$ cat src/hdl/srgp_pkg.sv
package srgp_pkg;

    localparam int NATIVE_WIDTH  = 960;
    localparam int NATIVE_HEIGHT = 540;
    localparam int MAX_REPLICATE = 8;

    localparam int HALF_WIDTH = NATIVE_WIDTH / 2;
    localparam int XW = $clog2(NATIVE_WIDTH);
    localparam int YW = $clog2(NATIVE_HEIGHT);
    localparam int NW = 28;          // dividend and quotient width
    localparam int PW = NW + 1;      // signed position width
    localparam int DW = 13;          // divisor width
    localparam int CW = 4;           // replicate count width, holds 1..8
    localparam int IW = 3;           // replicate index width
    localparam int AW = 18;          // byte address width

    localparam logic [2:0] REG_ROTATION  = 3'd0;
    localparam logic [2:0] REG_ORG_X     = 3'd1;
    localparam logic [2:0] REG_ORG_Y     = 3'd2;
    localparam logic [2:0] REG_DEC_W     = 3'd3;
    localparam logic [2:0] REG_DEC_H     = 3'd4;
    localparam logic [2:0] REG_TGT_W     = 3'd5;
    localparam logic [2:0] REG_TGT_H     = 3'd6;

    localparam logic [1:0] ROT_LANDSCAPE     = 2'd0;
    localparam logic [1:0] ROT_PORTRAIT      = 2'd1;
    localparam logic [1:0] ROT_INV_LANDSCAPE = 2'd2;
    localparam logic [1:0] ROT_INV_PORTRAIT  = 2'd3;

    localparam logic KIND_TABLE = 1'b0;
    localparam logic KIND_PIXEL = 1'b1;

    typedef struct packed {
        logic [1:0]         rotation;
        logic signed [14:0] org_x;
        logic signed [14:0] org_y;
        logic [12:0]        decoded_width;
        logic [12:0]        decoded_height;
        logic [14:0]        target_width;
        logic [14:0]        target_height;
    } cfg_t;

    typedef struct packed {
        logic signed [PW-1:0] x0;
        logic signed [PW-1:0] y0;
        logic [CW-1:0]        cx;
        logic [CW-1:0]        cy;
        logic [3:0]           nib;
    } rect_t;

endpackage

$ cat src/hdl/scaled_rotated_gray4_plotter.sv
// operation: a pixel holds the front from accept through four divisions (each one operand
// load and 28 restoring steps) to one push, which waits while the queue is full; the back
// scans each covered destination position (up to 64 positions), one write held back for last
// the front takes no new item until the pixel has been pushed; a table load leaves it idle,
// so a new item can follow at once; the front runs ahead of the back by up to two rectangles
// reset: asynchronous active low, control state cleared, configuration set to defaults, datapath and table undefined
module scaled_rotated_gray4_plotter (
    input  logic        clk,
    input  logic        rst_n,
    input  logic        cfg_we,
    input  logic [2:0]  cfg_index,
    input  logic [14:0] cfg_data,
    input  logic        in_valid,
    output logic        in_ready,
    input  logic        kind,
    input  logic [11:0] src_x,
    input  logic [11:0] src_y,
    input  logic [7:0]  luma,
    input  logic [7:0]  table_index,
    input  logic [7:0]  table_value,
    output logic        out_valid,
    input  logic        out_ready,
    output logic [17:0] byte_address,
    output logic [3:0]  gray_nibble,
    output logic        upper_half,
    output logic        last
);
    import srgp_pkg::*;

    cfg_t  cfg_reg;
    logic  push, q_full, pop, q_valid;
    rect_t push_rect, q_rect;

    // configuration registers, to be written only while the block is idle; the block itself does not enforce this
    always_ff @(posedge clk or negedge rst_n)
    begin
        if (!rst_n)
        begin
            cfg_reg.rotation       <= ROT_INV_PORTRAIT;
            cfg_reg.org_x          <= '0;
            cfg_reg.org_y          <= '0;
            cfg_reg.decoded_width  <= 13'd1;
            cfg_reg.decoded_height <= 13'd1;
            cfg_reg.target_width   <= 15'd1;
            cfg_reg.target_height  <= 15'd1;
        end
        else if (cfg_we)
        begin
            unique case (cfg_index)
                REG_ROTATION: cfg_reg.rotation       <= cfg_data[1:0];
                REG_ORG_X:    cfg_reg.org_x          <= $signed(cfg_data);
                REG_ORG_Y:    cfg_reg.org_y          <= $signed(cfg_data);
                REG_DEC_W:    cfg_reg.decoded_width  <= cfg_data[12:0];
                REG_DEC_H:    cfg_reg.decoded_height <= cfg_data[12:0];
                REG_TGT_W:    cfg_reg.target_width   <= cfg_data;
                REG_TGT_H:    cfg_reg.target_height  <= cfg_data;
                default:      ;
            endcase
        end
    end

    // front: table loads and the four scaling divisions
    srgp_front u_front (
        .clk         (clk),
        .rst_n       (rst_n),
        .cfg         (cfg_reg),
        .in_valid    (in_valid),
        .in_ready    (in_ready),
        .kind        (kind),
        .src_x       (src_x),
        .src_y       (src_y),
        .luma        (luma),
        .table_index (table_index),
        .table_value (table_value),
        .push        (push),
        .push_rect   (push_rect),
        .q_full      (q_full)
    );

    // two rectangles of slack between front and back
    srgp_queue u_queue (
        .clk       (clk),
        .rst_n     (rst_n),
        .push      (push),
        .push_rect (push_rect),
        .full      (q_full),
        .pop       (pop),
        .q_valid   (q_valid),
        .q_rect    (q_rect)
    );

    // back: scan, clip, rotate, address; holds one write back to mark the last
    srgp_back u_back (
        .clk          (clk),
        .rst_n        (rst_n),
        .rotation     (cfg_reg.rotation),
        .q_valid      (q_valid),
        .q_rect       (q_rect),
        .pop          (pop),
        .out_valid    (out_valid),
        .out_ready    (out_ready),
        .byte_address (byte_address),
        .gray_nibble  (gray_nibble),
        .upper_half   (upper_half),
        .last         (last)
    );

endmodule

$ cat src/hdl/srgp_front.sv
module srgp_front (
    input  logic                clk,
    input  logic                rst_n,
    input  srgp_pkg::cfg_t      cfg,
    input  logic                in_valid,
    output logic                in_ready,
    input  logic                kind,
    input  logic [11:0]         src_x,
    input  logic [11:0]         src_y,
    input  logic [7:0]          luma,
    input  logic [7:0]          table_index,
    input  logic [7:0]          table_value,
    output logic                push,
    output srgp_pkg::rect_t     push_rect,
    input  logic                q_full
);
    import srgp_pkg::*;

    typedef enum logic [3:0] {
        F_IDLE = 4'b0001,
        F_MUL  = 4'b0010,
        F_DIV  = 4'b0100,
        F_PUSH = 4'b1000
    } fstate_t;

    fstate_t              state_reg, state_next;
    logic [7:0]           tbl [256];
    logic [7:0]           tbl_rd_reg;
    logic [11:0]          sx_reg, sy_reg;
    logic [1:0]           k_reg;
    logic [4:0]           cnt_reg;
    logic [NW-1:0]        num_reg;
    logic [DW-1:0]        rem_reg;
    logic [DW-1:0]        div_d_reg;
    logic [NW-1:0]        q_reg [4];

    logic                 accept;
    logic [12:0]          mul_a;
    logic [14:0]          mul_t;
    logic [DW-1:0]        mul_d;
    logic [NW-1:0]        numer;
    logic [DW:0]          trial;
    logic                 qbit;
    logic [DW-1:0]        rem_step;
    logic signed [PW-1:0] dx, dy;

    assign in_ready = (state_reg == F_IDLE);
    assign accept   = in_valid && in_ready;

    // contrast table
    always_ff @(posedge clk)
    begin
        if (accept && kind == KIND_TABLE)
        begin
            tbl[table_index] <= table_value;
        end
        if (accept && kind == KIND_PIXEL)
        begin
            tbl_rd_reg <= tbl[luma];
        end
    end

    // operands for the current division
    always_comb
    begin
        mul_a = k_reg[1] ? {1'b0, sy_reg} : {1'b0, sx_reg};
        mul_a = mul_a + 13'(k_reg[0]);
        mul_t = k_reg[1] ? cfg.target_height : cfg.target_width;
        mul_d = k_reg[1] ? cfg.decoded_height : cfg.decoded_width;
        if (mul_d == '0)
        begin
            mul_d = DW'(1);
        end
        numer = NW'(mul_a * mul_t) + (k_reg[0] ? NW'(mul_d - DW'(1)) : '0);
    end

    // one restoring step
    assign trial    = {rem_reg, num_reg[NW-1]};
    assign qbit     = (trial >= {1'b0, div_d_reg});
    assign rem_step = qbit ? DW'(trial - {1'b0, div_d_reg}) : trial[DW-1:0];

    always_comb
    begin
        state_next = state_reg;
        unique case (state_reg)
            F_IDLE: if (accept && kind == KIND_PIXEL) state_next = F_MUL;
            F_MUL:  state_next = F_DIV;
            F_DIV:
            begin
                if (cnt_reg == 5'(NW - 1))
                begin
                    state_next = (k_reg == 2'd3) ? F_PUSH : F_MUL;
                end
            end
            F_PUSH: if (!q_full) state_next = F_IDLE;
            default: state_next = F_IDLE;
        endcase
    end

    always_ff @(posedge clk or negedge rst_n)
    begin
        if (!rst_n)
        begin
            state_reg <= F_IDLE;
            k_reg     <= '0;
            cnt_reg   <= '0;
        end
        else
        begin
            state_reg <= state_next;
            if (state_reg == F_IDLE)
            begin
                k_reg <= '0;
            end
            if (state_reg == F_MUL)
            begin
                cnt_reg <= '0;
            end
            if (state_reg == F_DIV)
            begin
                cnt_reg <= cnt_reg + 5'd1;
                if (cnt_reg == 5'(NW - 1))
                begin
                    k_reg <= k_reg + 2'd1;
                end
            end
        end
    end

    always_ff @(posedge clk)
    begin
        if (accept)
        begin
            sx_reg <= src_x;
            sy_reg <= src_y;
        end
        if (state_reg == F_MUL)
        begin
            num_reg   <= numer;
            rem_reg   <= '0;
            div_d_reg <= mul_d;
        end
        if (state_reg == F_DIV)
        begin
            rem_reg <= rem_step;
            num_reg <= {num_reg[NW-2:0], qbit};
            if (cnt_reg == 5'(NW - 1))
            begin
                q_reg[k_reg] <= {num_reg[NW-2:0], qbit};
            end
        end
    end

    // rectangle size, clamped to one..max
    always_comb
    begin
        dx = PW'($signed({1'b0, q_reg[1]}) - $signed({1'b0, q_reg[0]}));
        dy = PW'($signed({1'b0, q_reg[3]}) - $signed({1'b0, q_reg[2]}));
        push_rect.x0  = PW'(cfg.org_x) + $signed({1'b0, q_reg[0]});
        push_rect.y0  = PW'(cfg.org_y) + $signed({1'b0, q_reg[2]});
        push_rect.nib = tbl_rd_reg[7:4];
        if (dx <= 0)
            push_rect.cx = CW'(1);
        else if (dx > PW'(MAX_REPLICATE))
            push_rect.cx = CW'(MAX_REPLICATE);
        else
            push_rect.cx = dx[CW-1:0];
        if (dy <= 0)
            push_rect.cy = CW'(1);
        else if (dy > PW'(MAX_REPLICATE))
            push_rect.cy = CW'(MAX_REPLICATE);
        else
            push_rect.cy = dy[CW-1:0];
    end

    assign push = (state_reg == F_PUSH) && !q_full;

endmodule

$ cat src/hdl/srgp_queue.sv
module srgp_queue (
    input  logic             clk,
    input  logic             rst_n,
    input  logic             push,
    input  srgp_pkg::rect_t  push_rect,
    output logic             full,
    input  logic             pop,
    output logic             q_valid,
    output srgp_pkg::rect_t  q_rect
);
    import srgp_pkg::*;

    rect_t      mem [2];
    logic       wp_reg, rp_reg;
    logic [1:0] count_reg;

    assign full    = (count_reg == 2'd2);
    assign q_valid = (count_reg != 2'd0);
    assign q_rect  = mem[rp_reg];

    always_ff @(posedge clk)
    begin
        if (push)
        begin
            mem[wp_reg] <= push_rect;
        end
    end

    always_ff @(posedge clk or negedge rst_n)
    begin
        if (!rst_n)
        begin
            wp_reg    <= 1'b0;
            rp_reg    <= 1'b0;
            count_reg <= '0;
        end
        else
        begin
            if (push) wp_reg <= ~wp_reg;
            if (pop)  rp_reg <= ~rp_reg;
            count_reg <= count_reg + 2'(push) - 2'(pop);
        end
    end

endmodule

$ cat src/hdl/srgp_back.sv
module srgp_back (
    input  logic             clk,
    input  logic             rst_n,
    input  logic [1:0]       rotation,
    input  logic             q_valid,
    input  srgp_pkg::rect_t  q_rect,
    output logic             pop,
    output logic             out_valid,
    input  logic             out_ready,
    output logic [17:0]      byte_address,
    output logic [3:0]       gray_nibble,
    output logic             upper_half,
    output logic             last
);
    import srgp_pkg::*;

    typedef enum logic [3:0] {
        B_IDLE  = 4'b0001,
        B_CALC  = 4'b0010,
        B_PUT   = 4'b0100,
        B_FLUSH = 4'b1000
    } bstate_t;

    bstate_t              state_reg, state_next;
    rect_t                rect_reg;
    logic [IW-1:0]        i_reg, j_reg;
    logic                 vis_reg, end_reg;
    logic [XW-1:0]        nx_reg;
    logic [YW-1:0]        ny_reg;
    logic                 pend_valid_reg;
    logic [AW-1:0]        pend_addr_reg;
    logic                 pend_half_reg;
    logic                 out_valid_reg;

    logic signed [PW-1:0] lx, ly, lw, lh, px, py;
    logic                 vis;
    logic                 can_move;
    logic                 stall;
    logic                 out_load;
    logic                 out_last;
    logic [AW-1:0]        cand_addr;

    // clip to the logical screen, then rotate
    always_comb
    begin
        lx  = rect_reg.x0 + PW'(i_reg);
        ly  = rect_reg.y0 + PW'(j_reg);
        lw  = rotation[0] ? PW'(NATIVE_HEIGHT) : PW'(NATIVE_WIDTH);
        lh  = rotation[0] ? PW'(NATIVE_WIDTH) : PW'(NATIVE_HEIGHT);
        vis = (lx >= 0) && (ly >= 0) && (lx < lw) && (ly < lh);
        unique case (rotation)
            ROT_LANDSCAPE:
            begin
                px = lx;
                py = ly;
            end
            ROT_PORTRAIT:
            begin
                px = PW'(NATIVE_WIDTH - 1) - ly;
                py = lx;
            end
            ROT_INV_LANDSCAPE:
            begin
                px = PW'(NATIVE_WIDTH - 1) - lx;
                py = PW'(NATIVE_HEIGHT - 1) - ly;
            end
            ROT_INV_PORTRAIT:
            begin
                px = ly;
                py = PW'(NATIVE_HEIGHT - 1) - lx;
            end
            default:
            begin
                px = lx;
                py = ly;
            end
        endcase
    end

    assign cand_addr = AW'(32'(ny_reg) * HALF_WIDTH + 32'(nx_reg >> 1));
    assign can_move  = !out_valid_reg || out_ready;
    assign stall     = (state_reg == B_PUT) && vis_reg && pend_valid_reg && !can_move;
    assign pop       = (state_reg == B_IDLE) && q_valid;

    always_comb
    begin
        out_load = 1'b0;
        out_last = 1'b0;
        if (state_reg == B_PUT && vis_reg && pend_valid_reg && can_move)
        begin
            out_load = 1'b1;
        end
        if (state_reg == B_FLUSH && pend_valid_reg && can_move)
        begin
            out_load = 1'b1;
            out_last = 1'b1;
        end
    end

    always_comb
    begin
        state_next = state_reg;
        unique case (state_reg)
            B_IDLE: if (q_valid) state_next = B_CALC;
            B_CALC: state_next = B_PUT;
            B_PUT:
            begin
                if (!stall)
                begin
                    state_next = end_reg ? B_FLUSH : B_CALC;
                end
            end
            B_FLUSH:
            begin
                if (!pend_valid_reg || can_move)
                begin
                    state_next = B_IDLE;
                end
            end
            default: state_next = B_IDLE;
        endcase
    end

    always_ff @(posedge clk or negedge rst_n)
    begin
        if (!rst_n)
        begin
            state_reg      <= B_IDLE;
            pend_valid_reg <= 1'b0;
            out_valid_reg  <= 1'b0;
            i_reg          <= '0;
            j_reg          <= '0;
        end
        else
        begin
            state_reg <= state_next;
            if (pop)
            begin
                i_reg <= '0;
                j_reg <= '0;
            end
            if (state_reg == B_PUT && !stall)
            begin
                if (vis_reg)
                begin
                    pend_valid_reg <= 1'b1;
                end
                if (CW'(i_reg) == rect_reg.cx - CW'(1))
                begin
                    i_reg <= '0;
                    j_reg <= j_reg + IW'(1);
                end
                else
                begin
                    i_reg <= i_reg + IW'(1);
                end
            end
            if (state_reg == B_FLUSH && can_move)
            begin
                pend_valid_reg <= 1'b0;
            end
            if (out_load)
            begin
                out_valid_reg <= 1'b1;
            end
            else if (out_ready)
            begin
                out_valid_reg <= 1'b0;
            end
        end
    end

    always_ff @(posedge clk)
    begin
        if (pop)
        begin
            rect_reg <= q_rect;
        end
        if (state_reg == B_CALC)
        begin
            vis_reg <= vis;
            nx_reg  <= px[XW-1:0];
            ny_reg  <= py[YW-1:0];
            end_reg <= (CW'(i_reg) == rect_reg.cx - CW'(1))
                    && (CW'(j_reg) == rect_reg.cy - CW'(1));
        end
        if (state_reg == B_PUT && !stall && vis_reg)
        begin
            pend_addr_reg <= cand_addr;
            pend_half_reg <= nx_reg[0];
        end
        if (out_load)
        begin
            byte_address <= pend_addr_reg;
            upper_half   <= pend_half_reg;
            gray_nibble  <= rect_reg.nib;
            last         <= out_last;
        end
    end

    assign out_valid = out_valid_reg;

endmodule

$ cat config.mk
export PLATFORM = sky130hd
export DESIGN_NAME = scaled_rotated_gray4_plotter
export DESIGN_NICKNAME = d
export VERILOG_FILES = /design/src/hdl/srgp_pkg.sv /design/src/hdl/scaled_rotated_gray4_plotter.sv /design/src/hdl/srgp_front.sv /design/src/hdl/srgp_queue.sv /design/src/hdl/srgp_back.sv
export SDC_FILE = /design/constraint.sdc
export NUM_CORES = 2
export LEC_CHECK = 0
export ABC_AREA = 1
export CORE_UTILIZATION = 40
export CTS_CLUSTER_SIZE = 24
export DETAILED_ROUTE_END_ITERATION = 10
export DONT_BUFFER_PORTS = 1
export HOLD_SLACK_MARGIN = 0.15
export PLACE_DENSITY = 0.53
export SLEW_MARGIN = 10
export SYNTH_ARGS = -nofsm -noshare
export SYNTH_HDL_FRONTEND = slang
export SYNTH_SLANG_ARGS = --single-unit
$ cat constraint.sdc
create_clock -name clk -period 7.1 [get_ports clk]
set_clock_uncertainty 0.2 [all_clocks]
set_input_delay 1.065 -clock clk [delete_from_list [all_inputs] [get_ports clk]]
set_output_delay 1.065 -clock clk [all_outputs]
set_load 0.02 [all_outputs]
==> impl_metrics.toml <==
[status]
outcome = "finished with violations"
violations = "negative setup slack"

[logic_synthesis]
synthXorXnorAreaFrac_pct = 1.71
ys_seq_area_share_pct = 58.2
syn-cell-area_um2 = 81900
ys_seq_elements = 1608
syn_avg_cell_area_um2 = 10.1
synth_top_area_share_pct = 54.7
synthSimpleGateAreaFrac_pct = 16.4
synth.area.mux_share_pct = 0.0489
yosys_warnings = 0
synth_compound_area_share_pct = 9.55
synth-main-ff-cell = "edfxtp_1"
syn-instance-count = 8137
synth.distinct_cells = 67
synthTopCellsByArea = "edfxtp_1, nand2_1, nor2_1"
async_reset_ff_share_pct = 7.15
synth_edf_count = 1493
post-synth-top-area-cell = "edfxtp_1"
synth_fa_ha_area_share_pct = 8.58
synth_top_family_by_area = "simple AND/OR/NAND/NOR gates"

[worst_setup_path]
path_common_cell = "fa_1"
critPathMaxStageDelay_ns = 0.57
critPathCaptureType = "flip-flop"
crit-reg2reg-launch = "u_front.k_reg[1]"
cp_slowest_cell = "fa_1"
r2r_slack_ns = -0.09
regToRegEndpoint = "u_front.num_reg[24]"
arrival_ns = 7.66
r2r_cells = 33
cp.required_ns = 7.57
critPathMaxFanout = 8
path_class = "reg2reg"
cp-start-kind = "flip-flop"

[drt]
first_iter_violations = 5302
via_count = 58400
wl_mm = 228
drc = 0
routed_via_density = 5.28
ant_nets = 0
firstDrtPassIters = 6
detail_route.wl_per_cell_um = 20.6

[power_and_ir_drop]
pwr-share-comb_pct = 45.3
p_int_mw = 24.7
p_total_mw = 38.5
power.density_nw_per_um2 = 415
clkPwrFrac_pct = 24.1
pwr-share-seq_pct = 30.7
p_leak_nw = 35.7
peakVddDrop_v = 0.00116
switchingPower_mw = 13.8
p_sw_share_pct = 35.8

[timing]
drv_slew = 0
slew_headroom_pct = 23.5
setup_viol = 4
finalCritPeriodShare_pct = 101
fmax_mhz = 139
rsz0062_at_grt = "yes"
finalWorstSetupSlack_ns = -0.0888
hold_viol = 0
finalCriticalPeriod_ns = 7.19
worst_pin_slew_ns = 1.14

[final_layout]
largest_reg_flops = 1024
n_fill_cell = 19000
fin_nets = 8767
final_common_cell = "nand2_1"
final_cell_mix = "nand2_1, edfxtp_1, nor2_1"
postLayoutCoreUtil_pct = 45.7
layout-area-overhead-vs-synth_pct = 13.1
drive_above_1_share_pct = 8.06

[grt]
overflow = 0
grt_pass1_wl_mm = 346
antenna_found_initial = 9
grt.total_usage_pct = 21.9
first_global_vias = 57600
grt_start_max_net_pins = 514

[floorplan]
num_rows = 165
die_w_um = 455
ioPinCount = 98
die_y_um = 455
start_util_pct = 40.4
core_area_um2 = 203000
die-area_um2 = 207000

[cts]
numCtsBuffers = 177
clock_sinks = 1608
cts_tree = "yes"
clock_latency_ns = 0.83
clockBufferDepth = 3
cts_max_level = 4
cts_root_buf = "clkbuf_16"
cts.clk_slew.worst_paths_ns = 0.06

[hold_path]
holdPathEnd = "u_back.byte_address[3]"
hold_path_startpoint = "u_back.pend_addr_reg[3]"
holdCritPathClass = "reg2reg"
whs_path_depth = 0

[placed_design]
port_buffers = 0
place.gp.congestion = 0.911
place_hpwl_mm = 145

[job]
maxCapViolations = 0
stage by stage:
step,instance area [µm²],TNS [ns],worst slack [ns],hold slack [ns],std cells
4_1_cts,92100,-0.0542,-0.0292,0.151,11000
6_report,92600,-0.261,-0.0888,0.205,11100
3_3_place_gp,85700,-0.402,-0.120,0.205,10700
3_5_place_dp,85700,-0.968,-0.149,0.205,10700
2_1_floorplan,82200,-0.0170,-0.0170,0.200,8150
5_1_grt,92600,-2.89,-0.395,0.179,11100
synthesized netlist by cell type, drive strengths merged (60+ instances only):
master,n
buf,92
inv,834
a21oi,230
nand2,1636
xnor2,68
nand3,299
ha,256
xor2,90
nor3,82
nand4,60
fa,191
dfrtp,107
o22ai,268
nor2,1170
edfxtp,1493
clkbuf,226
o21ai,839
worst max-delay path by stage:
stage | from | to | cells past startpoint
global placement | u_front.k_reg[1] | u_front.num_reg[23] | 33
floorplan | u_front.k_reg[1] | u_front.num_reg[23] | 38
detailed placement | u_front.k_reg[1] | u_front.num_reg[23] | 36
CTS | u_front.k_reg[1] | u_front.num_reg[27] | 32
global route | u_front.k_reg[1] | u_front.num_reg[24] | 32
finish | u_front.k_reg[1] | u_front.num_reg[24] | 33
cell families after synthesis:
| kind of cell | after synthesis |
|---|---|
| other | 1 |
| AOI/OAI and AO/OA | 1440 |
| and+or+nand+nor | 3321 |
| muxes | 4 |
| DFF | 1608 |
| buffers and inverters | 1158 |
| adders and majority gates | 447 |
| xor gates and xnor gates | 158 |
power by group through the flow:
stage               clock network [mW]  registers [mW]  logic, mW
finish                            9.27            11.8       17.4
global route                      9.80            11.8       19.6
CTS                               9.46            11.8       15.5
detailed placement                   0            12.0       15.0
global placement                     0            12.0       15.0
floorplan                            0            11.7       10.1
worst max-delay path: cells and delay by family (launching register included):
family	cells	cell delay, ns
AO/OA/AOI/OAI	2	0.22
flip-flops	1	0.41
XOR/XNOR	1	0.27
adder cells (fa/ha/maj)	8	3.37
buffers and inverters	7	0.69
AND/OR/NAND/NOR	15	1.88
timing repair:
item | CTS | global route
gates resized for setup | 20 | 123
pin swaps | 7 | 69
hold buffers | 38 | 0
hold endpoints to repair | 428 | 0
buffers inserted | 2 | 19
setup endpoints to repair | 12 | 17
metal layers:
layer  vias up  routed length [µm]  track usage, %
met4         0                4870            5.49
met2      1593              104000            34.7
met5         -                   0               0
met3       284               13000            3.24
li1      27900                   -               -
met1     28600              106000            31.5
final cells by class:
type / count / area [µm²] / share of cell area (%)
antenna: 5 / 12.5 / 0.0135
inverter: 840 / 3190 / 3.44
sequential: 1608 / 47700 / 51.5
timing repair buffer: 237 / 2060 / 2.22
clock buffer: 210 / 4640 / 5.01
clock inverter: 110 / 1240 / 1.34
tap: 2672 / 3340 / 3.61
multi-input combinational: 5384 / 30400 / 32.9
Power figures use the tool's default switching activity.
